--- config.mk ---
export PLATFORM = sky130hd
export DESIGN_NAME = point_distance_sorter_top
export DESIGN_NICKNAME = d
export VERILOG_FILES = /design/src/sv/pds_pkg.sv /design/src/sv/pds_key_unit.sv /design/src/sv/point_distance_sorter_top.sv
export SDC_FILE = /design/constraint.sdc
export NUM_CORES = 2
export LEC_CHECK = 0
export BUFFER_PORTS_ARGS = -buffer_cell sky130_fd_sc_hd__buf_2
export CAP_MARGIN = 20
export CORE_ASPECT_RATIO = 2
export CORE_MARGIN = 1.5
export CORE_UTILIZATION = 50
export DETAILED_ROUTE_END_ITERATION = 8
export PLACE_DENSITY = 0.72
export SYNTH_ARGS = -nofsm -noshare
export SYNTH_HDL_FRONTEND = slang
export SYNTH_SLANG_ARGS = --single-unit
--- constraint.sdc ---
create_clock -name i_clk -period 29 [get_ports i_clk]
set_input_delay 2.9 -clock i_clk [delete_from_list [all_inputs] [get_ports i_clk]]
set_output_delay 2.9 -clock i_clk [all_outputs]
set_load 0.01 [all_outputs]
--- src/sv/pds_pkg.sv ---
// Shared types and constants of the point distance sorter.
`default_nettype none

package pds_pkg;

    localparam int COORD_W    = 16;
    localparam int KEY_W      = 35;
    localparam int IDX_W      = 6;
    localparam int REFCNT_W   = 2;
    localparam int CFG_IDX_W  = 3;
    localparam int CFG_DATA_W = 16;
    localparam int PROD_W     = 2 * COORD_W;
    localparam int STEP_W     = 3;

    localparam logic [CFG_IDX_W-1:0] CFG_REF_COUNT = 3'd0;
    localparam logic [CFG_IDX_W-1:0] CFG_REF_A_X   = 3'd1;
    localparam logic [CFG_IDX_W-1:0] CFG_REF_A_Y   = 3'd2;
    localparam logic [CFG_IDX_W-1:0] CFG_REF_B_X   = 3'd3;
    localparam logic [CFG_IDX_W-1:0] CFG_REF_B_Y   = 3'd4;
    localparam logic [CFG_IDX_W-1:0] CFG_REF_C_X   = 3'd5;
    localparam logic [CFG_IDX_W-1:0] CFG_REF_C_Y   = 3'd6;

    typedef struct packed {
        logic [REFCNT_W-1:0] ref_count;
        logic [COORD_W-1:0]  ref_a_x;
        logic [COORD_W-1:0]  ref_a_y;
        logic [COORD_W-1:0]  ref_b_x;
        logic [COORD_W-1:0]  ref_b_y;
        logic [COORD_W-1:0]  ref_c_x;
        logic [COORD_W-1:0]  ref_c_y;
    } t_ref_cfg;

endpackage

`default_nettype wire

--- src/sv/pds_key_unit.sv ---
// Iterative key unit: one shared squarer accumulates the squared distances of a point.
`default_nettype none

module pds_key_unit (
    input  wire logic                         i_clk,
    input  wire logic                         i_rst_n,
    input  wire logic                         i_start,
    input  wire logic [pds_pkg::COORD_W-1:0]  i_point_x,
    input  wire logic [pds_pkg::COORD_W-1:0]  i_point_y,
    input  wire pds_pkg::t_ref_cfg            i_cfg,
    output logic                              o_done,
    output logic [pds_pkg::KEY_W-1:0]         o_key
);
    import pds_pkg::*;

    logic                r_busy;
    logic [STEP_W-1:0]   r_step;
    logic [COORD_W-1:0]  r_px;
    logic [COORD_W-1:0]  r_py;
    logic [PROD_W-1:0]   r_prod;
    logic [KEY_W-1:0]    r_acc;

    logic [REFCNT_W-1:0] nref;
    logic [STEP_W-1:0]   nsteps;
    logic [COORD_W-1:0]  sel_p;
    logic [COORD_W-1:0]  sel_r;
    logic [COORD_W-1:0]  diff;

    always_comb begin
        nref   = (i_cfg.ref_count == '0) ? REFCNT_W'(1) : i_cfg.ref_count;
        nsteps = {nref, 1'b0};
        unique case (r_step[2:1])
            2'd0:    sel_r = r_step[0] ? i_cfg.ref_a_y : i_cfg.ref_a_x;
            2'd1:    sel_r = r_step[0] ? i_cfg.ref_b_y : i_cfg.ref_b_x;
            default: sel_r = r_step[0] ? i_cfg.ref_c_y : i_cfg.ref_c_x;
        endcase
        sel_p = r_step[0] ? r_py : r_px;
        diff  = (sel_p >= sel_r) ? (sel_p - sel_r) : (sel_r - sel_p);
    end

    assign o_done = r_busy && (r_step == nsteps);
    assign o_key  = r_acc + KEY_W'(r_prod);

    always_ff @(posedge i_clk) begin
        if (!i_rst_n) begin
            r_busy <= 1'b0;
            r_step <= '0;
        end else if (i_start) begin
            r_busy <= 1'b1;
            r_step <= '0;
        end else if (r_busy) begin
            if (r_step == nsteps) begin
                r_busy <= 1'b0;
            end else begin
                r_step <= r_step + STEP_W'(1);
            end
        end
    end

    always_ff @(posedge i_clk) begin
        if (i_start) begin
            r_px  <= i_point_x;
            r_py  <= i_point_y;
            r_acc <= '0;
        end else if (r_busy && (r_step != nsteps)) begin
            r_prod <= PROD_W'(diff) * PROD_W'(diff);
            if (r_step != '0) begin
                r_acc <= o_key;
            end
        end
    end

endmodule

`default_nettype wire

--- src/sv/point_distance_sorter_top.sv ---
// Top level of the point distance sorter: config, key store and selection sort.
// Each point's key is built by the shared squarer, one squared span per axis of each active reference.
// After the last point, each rank scans the key store through its single read port.
// Reset is synchronous and active low; it clears control and config, not the key store.
`default_nettype none

module point_distance_sorter_top #(
    parameter int MAX_POINTS = 64
) (
    input  wire logic                            i_clk,
    input  wire logic                            i_rst_n,
    input  wire logic                            i_in_valid,
    output logic                                 o_in_stall,
    input  wire logic [pds_pkg::COORD_W-1:0]     i_point_x,
    input  wire logic [pds_pkg::COORD_W-1:0]     i_point_y,
    input  wire logic                            i_set_last,
    output logic                                 o_out_valid,
    input  wire logic                            i_out_stall,
    output logic [pds_pkg::IDX_W-1:0]            o_point_index,
    output logic [pds_pkg::KEY_W-1:0]            o_distance_key,
    output logic                                 o_overflow,
    output logic                                 o_rank_last,
    input  wire logic                            i_cfg_valid,
    output logic                                 o_cfg_ready,
    input  wire logic [pds_pkg::CFG_IDX_W-1:0]   i_cfg_index,
    input  wire logic [pds_pkg::CFG_DATA_W-1:0]  i_cfg_data
);
    import pds_pkg::*;

    localparam int AW = $clog2(MAX_POINTS);
    localparam int CW = $clog2(MAX_POINTS + 1);

    typedef enum logic [3:0] {
        ST_IDLE = 4'b0001,
        ST_KEY  = 4'b0010,
        ST_SCAN = 4'b0100,
        ST_EMIT = 4'b1000
    } t_state;

    t_state           r_state;
    t_ref_cfg         r_cfg;
    logic [CW-1:0]    r_count;
    logic             r_ovf;
    logic             r_last;

    logic [KEY_W-1:0] r_mem [MAX_POINTS];
    logic [KEY_W-1:0] r_rd_key;
    logic [AW-1:0]    r_addr;
    logic             r_issue;
    logic             r_rd_v;
    logic [AW-1:0]    r_rd_idx;

    logic             r_best_v;
    logic [KEY_W-1:0] r_best_key;
    logic [AW-1:0]    r_best_idx;
    logic             r_have_prev;
    logic [KEY_W-1:0] r_prev_key;
    logic [AW-1:0]    r_prev_idx;
    logic [AW-1:0]    r_rank;

    logic             r_out_valid;
    logic [AW-1:0]    r_out_idx;
    logic [KEY_W-1:0] r_out_key;
    logic             r_out_last;

    logic             in_acc;
    logic             key_done;
    logic [KEY_W-1:0] key_val;
    logic [AW-1:0]    last_addr;
    logic             store_full;
    logic             above_prev;
    logic             cand_ok;
    logic [KEY_W-1:0] pick_key;
    logic [AW-1:0]    pick_idx;

    assign o_in_stall     = (r_state != ST_IDLE);
    assign o_cfg_ready    = 1'b1;
    assign in_acc         = i_in_valid && !o_in_stall;
    assign store_full     = (r_count == CW'(MAX_POINTS));
    assign last_addr      = AW'(r_count - CW'(1));
    assign o_out_valid    = r_out_valid;
    assign o_point_index  = IDX_W'(r_out_idx);
    assign o_distance_key = r_out_key;
    assign o_overflow     = r_ovf;
    assign o_rank_last    = r_out_last;

    pds_key_unit u_key (
        .i_clk     (i_clk),
        .i_rst_n   (i_rst_n),
        .i_start   (in_acc && !store_full),
        .i_point_x (i_point_x),
        .i_point_y (i_point_y),
        .i_cfg     (r_cfg),
        .o_done    (key_done),
        .o_key     (key_val)
    );

    always_ff @(posedge i_clk) begin
        if (!i_rst_n) begin
            r_cfg <= '{ref_count: REFCNT_W'(1), default: '0};
        end else if (i_cfg_valid) begin
            unique case (i_cfg_index)
                CFG_REF_COUNT: r_cfg.ref_count <= i_cfg_data[REFCNT_W-1:0];
                CFG_REF_A_X:   r_cfg.ref_a_x   <= i_cfg_data;
                CFG_REF_A_Y:   r_cfg.ref_a_y   <= i_cfg_data;
                CFG_REF_B_X:   r_cfg.ref_b_x   <= i_cfg_data;
                CFG_REF_B_Y:   r_cfg.ref_b_y   <= i_cfg_data;
                CFG_REF_C_X:   r_cfg.ref_c_x   <= i_cfg_data;
                CFG_REF_C_Y:   r_cfg.ref_c_y   <= i_cfg_data;
                default:       ;
            endcase
        end
    end

    always_ff @(posedge i_clk) begin
        if ((r_state == ST_KEY) && key_done) begin
            r_mem[r_count[AW-1:0]] <= key_val;
        end
        r_rd_key <= r_mem[r_addr];
    end

    always_comb begin
        above_prev = !r_have_prev || (r_rd_key > r_prev_key) ||
                     ((r_rd_key == r_prev_key) && (r_rd_idx > r_prev_idx));
        cand_ok    = above_prev && (!r_best_v || (r_rd_key < r_best_key));
        pick_key   = cand_ok ? r_rd_key : r_best_key;
        pick_idx   = cand_ok ? r_rd_idx : r_best_idx;
    end

    always_ff @(posedge i_clk) begin
        if (!i_rst_n) begin
            r_state     <= ST_IDLE;
            r_count     <= '0;
            r_ovf       <= 1'b0;
            r_issue     <= 1'b0;
            r_rd_v      <= 1'b0;
            r_best_v    <= 1'b0;
            r_have_prev <= 1'b0;
            r_out_valid <= 1'b0;
            r_addr      <= '0;
            r_rank      <= '0;
        end else begin
            unique case (r_state)
                ST_IDLE: begin
                    if (in_acc) begin
                        r_last <= i_set_last;
                        if (!store_full) begin
                            r_state <= ST_KEY;
                        end else begin
                            r_ovf <= 1'b1;
                            if (i_set_last) begin
                                r_state     <= ST_SCAN;
                                r_addr      <= '0;
                                r_issue     <= 1'b1;
                                r_rd_v      <= 1'b0;
                                r_best_v    <= 1'b0;
                                r_have_prev <= 1'b0;
                                r_rank      <= '0;
                            end
                        end
                    end
                end
                ST_KEY: begin
                    if (key_done) begin
                        r_count <= r_count + CW'(1);
                        if (r_last) begin
                            r_state     <= ST_SCAN;
                            r_addr      <= '0;
                            r_issue     <= 1'b1;
                            r_rd_v      <= 1'b0;
                            r_best_v    <= 1'b0;
                            r_have_prev <= 1'b0;
                            r_rank      <= '0;
                        end else begin
                            r_state <= ST_IDLE;
                        end
                    end
                end
                ST_SCAN: begin
                    if (r_issue) begin
                        r_rd_v   <= 1'b1;
                        r_rd_idx <= r_addr;
                        if (r_addr == last_addr) begin
                            r_issue <= 1'b0;
                        end else begin
                            r_addr <= r_addr + AW'(1);
                        end
                    end else begin
                        r_rd_v <= 1'b0;
                    end
                    if (r_rd_v) begin
                        if (cand_ok) begin
                            r_best_v   <= 1'b1;
                            r_best_key <= r_rd_key;
                            r_best_idx <= r_rd_idx;
                        end
                        if (r_rd_idx == last_addr) begin
                            r_out_valid <= 1'b1;
                            r_out_key   <= pick_key;
                            r_out_idx   <= pick_idx;
                            r_out_last  <= (r_rank == last_addr);
                            r_state     <= ST_EMIT;
                        end
                    end
                end
                ST_EMIT: begin
                    if (!i_out_stall) begin
                        r_out_valid <= 1'b0;
                        if (r_out_last) begin
                            r_count <= '0;
                            r_ovf   <= 1'b0;
                            r_state <= ST_IDLE;
                        end else begin
                            r_have_prev <= 1'b1;
                            r_prev_key  <= r_out_key;
                            r_prev_idx  <= r_out_idx;
                            r_rank      <= r_rank + AW'(1);
                            r_addr      <= '0;
                            r_issue     <= 1'b1;
                            r_best_v    <= 1'b0;
                            r_state     <= ST_SCAN;
                        end
                    end
                end
                default: begin
                    r_state <= ST_IDLE;
                end
            endcase
        end
    end

    a_count_bound: assert property (@(posedge i_clk) disable iff (!i_rst_n)
        r_count <= CW'(MAX_POINTS))
        else $error("point count beyond store depth");

    a_valid_in_emit: assert property (@(posedge i_clk) disable iff (!i_rst_n)
        o_out_valid |-> (r_state == ST_EMIT))
        else $error("result beat outside emit state");

    a_run_clears: assert property (@(posedge i_clk) disable iff (!i_rst_n)
        (o_out_valid && !i_out_stall && o_rank_last) |=> ((r_count == '0) && !r_ovf))
        else $error("set state not cleared after final beat");

    a_done_in_key: assert property (@(posedge i_clk) disable iff (!i_rst_n)
        key_done |-> (r_state == ST_KEY))
        else $error("key unit finished outside key state");

endmodule

`default_nettype wire

[Yosys cells after proc, flatten, opt, wreduce, memory -nomap -nowiden]
Memory sizes are Yosys's and may differ from the RTL's. A register that Yosys moved wholly into a read port is not among the register bits.
Index checks and enable logic that the tools add are counted.
Operators by class
  add/sub/neg operators: 8
  multiply operators: 1
  divide/modulo/power cells: 0
  $lt $le $gt $ge: 4
  equality and inequality tests: 33
  shift operators: 0
  multiplexer cells: 73
  bitwise operators: 5
  reduce and logical (&&, ||, !) cells: 49
Operator list (number)
  $mux W16: 5
  $mux W6: 12
  $add A35 B32 Y35: 1
  $eq A35 B35 Y1: 1
  $gt A35 B35 Y1: 1
  $lt A35 B35 Y1: 1
  $mux W35: 1
  $mul A16 B16 Y32: 1
  $pmux W16 S2: 1
  $sub A16 B16 Y16: 2
  $mux W1: 31
  $mux W4: 7
  $ne A2 B2 Y1 const B: 13
  $pmux W6 S4: 1
  $mux W7: 3
  $reduce_and A10 Y1: 2
  $reduce_and A2 Y1: 10
  $eq A6 B6 Y1: 3
  $pmux W6 S3: 1
  $ge A16 B16 Y1: 1
  $pmux W4 S4: 1
  $reduce_and A4 Y1: 4
  $reduce_and A8 Y1: 2
  $pmux W7 S2: 1
  36 further kinds: 67
Storage, ports and cells
  register bits after elaboration: 361
  bits in latches: 0
  RAM bits: 2240
  bits in read-only memories: 0
  output and inout port bits: 46
  word-level logic and storage cells: 206
  memories: 1
Memory list
  r_mem: depth 64, bits a word 35, read ports 1, clocked after memory_dff 1, write ports 1, line point_distance_sorter_top.sv:46  | logic [KEY_W-1:0] r_mem [MAX_POINTS];

[Longest topological paths before layout]
  depth after elaboration: 7
  gate-level depth with buffers: 43
  mapped depth without buffers: 38

[Modules after synthesis]
A second synthesis with hierarchy kept.
Unflattened totals
  cell total of the unflattened synthesis: 6050
  area total of the unflattened synthesis: 112720.6 um2
Modules (own cells, without submodules)
  point_distance_sorter_top: times used 1, cells each 4376, area each 97686.2 um2
  pds_key_unit: times used 1, cells each 1674, area each 15034.4 um2

[Least setup slack after synthesis]
OpenSTA, ideal clock, no wires.
  path kind: flip-flop to flip-flop
  start: reg u_key.r_step[0]
  end: reg u_key.r_prod[30] (data pin)
  arrival: 10.061 ns
  required time: 28.742 ns
  path slack: 18.681 ns
  stages on the path, launching flop included: 38
  path buffers: 7
  period minus slack after synthesis: 10.319 ns
  cells stage by stage: dfxtp_1 clkbuf_1 buf_1 clkbuf_1 buf_1 mux2i_1 ha_1 buf_2 nand3_1 o21ba_2 a211o_1 a221oi_4 mux2_2 o31ai_1 a31oi_1 a31o_2 buf_6 inv_2 (+2 left out) fa_1 fa_1 inv_1 fa_1 fa_1 fa_1 inv_1 fa_1 inv_1 ha_1 nand4_1 nor2_1 or3b_2 a2111oi_0 o41ai_1 o2111ai_1 a21oi_1 xnor2_1
On the way
  word-level cells in the longest chain between the ends: 5
Ends and longest elaborated chain
  start, declared: line pds_key_unit.sv:17  | logic [STEP_W-1:0] r_step;
  start signal, assigned: line pds_key_unit.sv:55  | r_step <= r_step + STEP_W'(1);
  $mux W16 (on tied branches): line pds_key_unit.sv:35, pds_key_unit.sv:33, pds_key_unit.sv:34
  $pmux W16 S2: line pds_key_unit.sv:32  | unique case (r_step[2:1])
  $sub A16 B16 Y16 or $ge A16 B16 Y1 (tied branches): line pds_key_unit.sv:38  | diff = (sel_p >= sel_r) ? (sel_p - sel_r) : (sel_r - sel_p);
  $mux W16 *: line pds_key_unit.sv:38
  $mul A16 B16 Y32 *: line pds_key_unit.sv:66  | r_prod <= PROD_W'(diff) * PROD_W'(diff);
  end signal, assigned: line pds_key_unit.sv:66
  end, declared: line pds_key_unit.sv:20  | logic [PROD_W-1:0] r_prod;
Every way passes the cells marked *; elsewhere a longest branch is shown, timed or not.
A chain may end at the register's enable or synchronous reset.

[Final worst setup path]
Ends and elaborated chain as after synthesis.

==> tab_implementation.tex <==
\begin{tabular}{lr}
\hline
Metric & Value \\
\hline
\multicolumn{2}{l}{\textbf{Final layout}} \\
\quad Area taken by multi-input logic gates & 0.0328 mm² \\
\quad Combined flip-flop and latch cell area & 0.0771 mm² \\
\quad Share of the core filled with cells & 56.2\% \\
\quad Filler Cell Count & 16400 \\
\quad Total number of nets in the final design & 6642 \\
\quad Proportion of layout cells with a drive suffix above 1 & 24.0\% \\
\quad Layout area overhead & 11.4\% \\
\multicolumn{2}{l}{\textbf{Setup path}} \\
\quad Critical Path Start Type & flip-flop \\
\quad Source of the critical timing path & u\_key.r\_step[0] \\
\quad Largest delay share family, worst path & adder cells \\
\quad Reg2reg start & u\_key.r\_step[0] \\
\quad Data required time of the critical path & 29590 ps \\
\quad Slowest stage delay, CP & about 840 ps \\
\quad Worst endpoint data arrival time & 12550 ps \\
\quad Cell with the most instances on the worst path & inv\_1 \\
\quad Type of element capturing the critical path & flip-flop \\
\quad Number of buffers and inverters on the critical path & 11 \\
\quad Category of the critical setup timing path & flip-flop to flip-flop \\
\quad Critical path's slowest cell & xor2\_1 \\
\quad Crit-path max FO & 36 \\
\multicolumn{2}{l}{\textbf{Timing}} \\
\quad \# setup viols final & 0 \\
\quad Slew Limit Fails & 0 \\
\quad Number of hold violations in the final report & 0 \\
\quad Highest attainable clock frequency & roughly 84 MHz \\
\quad Final period util & 41.2\% \\
\quad Shortest period the worst path allows & 11960 ps \\
\quad Setup total negative slack & 0 ps \\
\quad Max-Slew Margin vs Limit & 27.8\% \\
\quad Unrepaired setup endpoints after global routing & no \\
\quad Transition at the pin with the smallest max-transition slack & 1080 ps \\
\quad Worst clock skew & $\sim$100 ps \\
\multicolumn{2}{l}{\textbf{Clock tree}} \\
\quad Latest clock arrival within the worst-skew pair & 930 ps \\
\quad Number of buffers inserted for hold repair after clock tree synthesis & 0 \\
\quad Clock-pin slew reported for the worst setup and hold paths after clock tree synthesis & 80 ps \\
\quad CTS buffer count & 223 \\
\quad Clock tree from TritonCTS & yes \\
\quad Number of setup buffers added after CTS & 0 \\
\quad Number of sinks driven by the clock tree & 2635 \\
\quad Max Root-Sink Buffers & 4 \\
\quad Root Driver & clkbuf\_16 \\
\quad Post\_cts resized & 0 \\
\quad Level count of the clock H-tree & 4 \\
\multicolumn{2}{l}{\textbf{Synthesis}} \\
\quad Net count after synthesis & 6418 \\
\quad Seq cells post-synth & 2635 \\
\quad Post-synth cell types & 81 \\
\quad Share of synthesized area occupied by flip-flops and latches & between 60\% and 70\% \\
\quad Per-instance average area after synthesis & 18.7 µm² \\
\quad Share of synthesized cell area in and, or, nand and nor gates & approximately 3.3\% \\
\quad Post-synthesis async set-or-reset flop share & 0\% \\
\quad Largest family of logic cells by synthesized area & multiplexers \\
\quad Xor/xnor cell area share of the yosys netlist & less than 1\% \\
\quad Post-synth top flop & edfxtp\_1 \\
\quad Post-synthesis cell area & 0.111 mm² \\
\quad Post-synth EDFFs & 2434 \\
\quad Warning count from the yosys run & 0 \\
\quad Portion of netlist area occupied by mux cells & 16.0\% \\
\quad Synthesized-area fraction occupied by ao, oa, aoi and oai cells & 2.74\% \\
\quad Synth Instances & about 6000 \\
\quad Synth Area in Adders & 5.68\% \\
\multicolumn{2}{l}{\textbf{Drt}} \\
\quad Number of DRC violations after detailed-routing iteration 0 & 4938 \\
\quad Post-detailed-route count of antenna-violating nets & 0 \\
\quad Avg WL per Cell & 28.4 µm \\
\quad Routed Wire Length & 264 mm \\
\quad Number of iterations in the first detailed-routing pass & 5 \\
\quad Remaining routing DRC violations & 0 \\
\quad Detailed-route vias per instance & 6.03 \\
\quad Number of vias in the routed layout & 56100 \\
\multicolumn{2}{l}{\textbf{Global route}} \\
\quad Total Routing Usage GR & 23.6\% \\
\quad GRT Residual Overflow & 0 \\
\quad Pin count of the biggest net entering global routing & between 100 and 150 \\
\quad Wire length of the first global-routing pass & 389 mm \\
\quad Initial antenna violation count & 8 \\
\quad Number of global-route vias before repair & $\sim$60000 \\
\multicolumn{2}{l}{\textbf{Hold path}} \\
\quad Source of the worst hold timing path & o\_distance\_key[8] \\
\quad Min-delay worst type & flip-flop to flip-flop \\
\multicolumn{2}{l}{\textbf{Die}} \\
\quad Die Ht & $\sim$670 µm \\
\quad Die area & 0.226 mm² \\
\quad Number of standard-cell rows in the floorplan & 244 \\
\quad Total I/O pin count & slightly above 100 \\
\quad Initial core utilization & 50.4\% \\
\quad Area of the core & 0.221 mm² \\
\quad Chip width & 337 µm \\
\multicolumn{2}{l}{\textbf{Place}} \\
\quad Port Buf Inserts & 101 \\
\quad Final estimated routing congestion in global placement & 0.873 \\
\quad HPWL after detailed placement & 167 mm \\
\multicolumn{2}{l}{\textbf{Run status}} \\
\quad Status & complete, no violations \\
\multicolumn{2}{l}{\textbf{Flow run}} \\
\quad Count of max-cap constraint violations & 0 \\
\hline
\end{tabular}
[cells by family after synthesis]
kind of cell	count (synthesis)
flip-flops	2635
AND/OR/NAND/NOR	838
multiplexers	836
buffers and inverters	630
AO/OA/AOI/OAI	499
adder cells (fa/ha/maj)	407
XOR/XNOR	108
other	1
[registers in the layout, indices dropped and copies added, names as in the netlist, 3 cells and up]
signal	cells
r_best_idx	6
r_best_key	35
r_count	7
u_key.r_prod	31
r_rd_idx	6
r_rank	6
r_mem	2240
r_cfg	98
r_addr	6
r_state	4
r_prev_idx	6
u_key.r_acc	35
u_key.r_py	16
r_prev_key	35
u_key.r_px	16
r_rd_key	35
o_distance_key	35
o_point_index	6
u_key.r_step	3
[cells in the final DEF (no fill, tap or decap), types with 39 or more instances in the layout]
cell type / n
a21o_1: 56
a21oi_1: 257
buf_2: 101
buf_4: 158
clkbuf_1: 39
clkbuf_16: 225
dfxtp_1: 194
edfxtp_1: 2434
fa_1: 164
ha_1: 243
inv_1: 359
mux2_2: 47
mux4_2: 751
nand2_1: 390
nand3_1: 46
nor2_1: 160
nor2_4: 66
o21ai_0: 40
xnor2_1: 45
[synth_stat cells, types with 5 or more instances]
| cell | n | share of area (%) |
|---|---|---|
| a21o_1 | 56 | 0.38 |
| xor2_1 | 39 | 0.31 |
| and2_1 | 26 | 0.15 |
| nor2b_1 | 21 | 0.12 |
| a21boi_0 | 5 | 0.034 |
| nor3_1 | 27 | 0.12 |
| xnor2_1 | 66 | 0.52 |
| buf_1 | 61 | 0.21 |
| o21ai_0 | 40 | 0.18 |
| a21oi_1 | 258 | 1.2 |
| o21bai_1 | 18 | 0.12 |
| nor2_1 | 227 | 0.76 |
| o211ai_1 | 10 | 0.067 |
| nand3b_1 | 6 | 0.040 |
| and3_1 | 11 | 0.062 |
| a211oi_1 | 8 | 0.054 |
| nand3_1 | 46 | 0.21 |
| nand2_1 | 390 | 1.3 |
| mux4_2 | 751 | 15 |
| a31oi_1 | 19 | 0.11 |
| buf_2 | 12 | 0.054 |
| or3_1 | 10 | 0.056 |
| o41ai_1 | 5 | 0.039 |
| nand4_1 | 28 | 0.16 |
| o31ai_1 | 15 | 0.10 |
| inv_1 | 360 | 1.2 |
| inv_2 | 5 | 0.017 |
| ha_1 | 243 | 2.7 |
| o21a_1 | 18 | 0.12 |
| clkbuf_1 | 183 | 0.62 |
| dfxtp_1 | 201 | 3.6 |
| mux2_2 | 47 | 0.48 |
| mux2i_1 | 36 | 0.32 |
| fa_1 | 164 | 2.9 |
| o2111ai_1 | 5 | 0.039 |
| edfxtp_1 | 2434 | 66 |
| nand2b_1 | 11 | 0.062 |
| nor3b_1 | 7 | 0.047 |
[metal layers]
metal / wire (µm) / part of all wire, % / track usage (%)
met1: 87300 / 33 / 25.9
met2: 150000 / 57 / 45.1
met3: 14700 / 5.6 / 2.70
met4: 12500 / 4.7 / 10.4
met5: 27 / 0.010 / 0
[area by class of cell]
type,instances,share of cell area (%)
multi-input cells,2689,26.4
clock inverters,129,1.21
clock buffers,274,4.76
repair buffers,262,1.42
diodes,7,0.0141
inverters,367,1.11
flip-flops and latches,2635,62.1
well taps,2952,2.97
[through the flow]
stage / instance area (µm²) / cells / setup slack, ps / hold WS, ps
3_3_place_gp: 117000 / 8903 / 17280 / 431
3_5_place_dp: 117000 / 8903 / 17120 / 427
6_report: 124000 / 9315 / 17040 / 402
2_1_floorplan: 111000 / 5954 / 18680 / 406
4_1_cts: 124000 / 9306 / 17070 / 409
5_1_grt: 124000 / 9311 / 16450 / 421
[worst paths after layout]
| kind | end | slack, ps | depth (start not counted) |
|---|---|---|---|
| max | u_key.r_prod[30] | 17040 | 38 |
| min | r_prev_key[8] | 400 | 0 |
| max reg2reg | u_key.r_prod[30] | 17040 | 38 |
| min reg2reg | r_prev_key[8] | 400 | 0 |
Power is not shown: default switching activity piles up to over one toggle a cycle in this logic, so the estimate is an artifact.
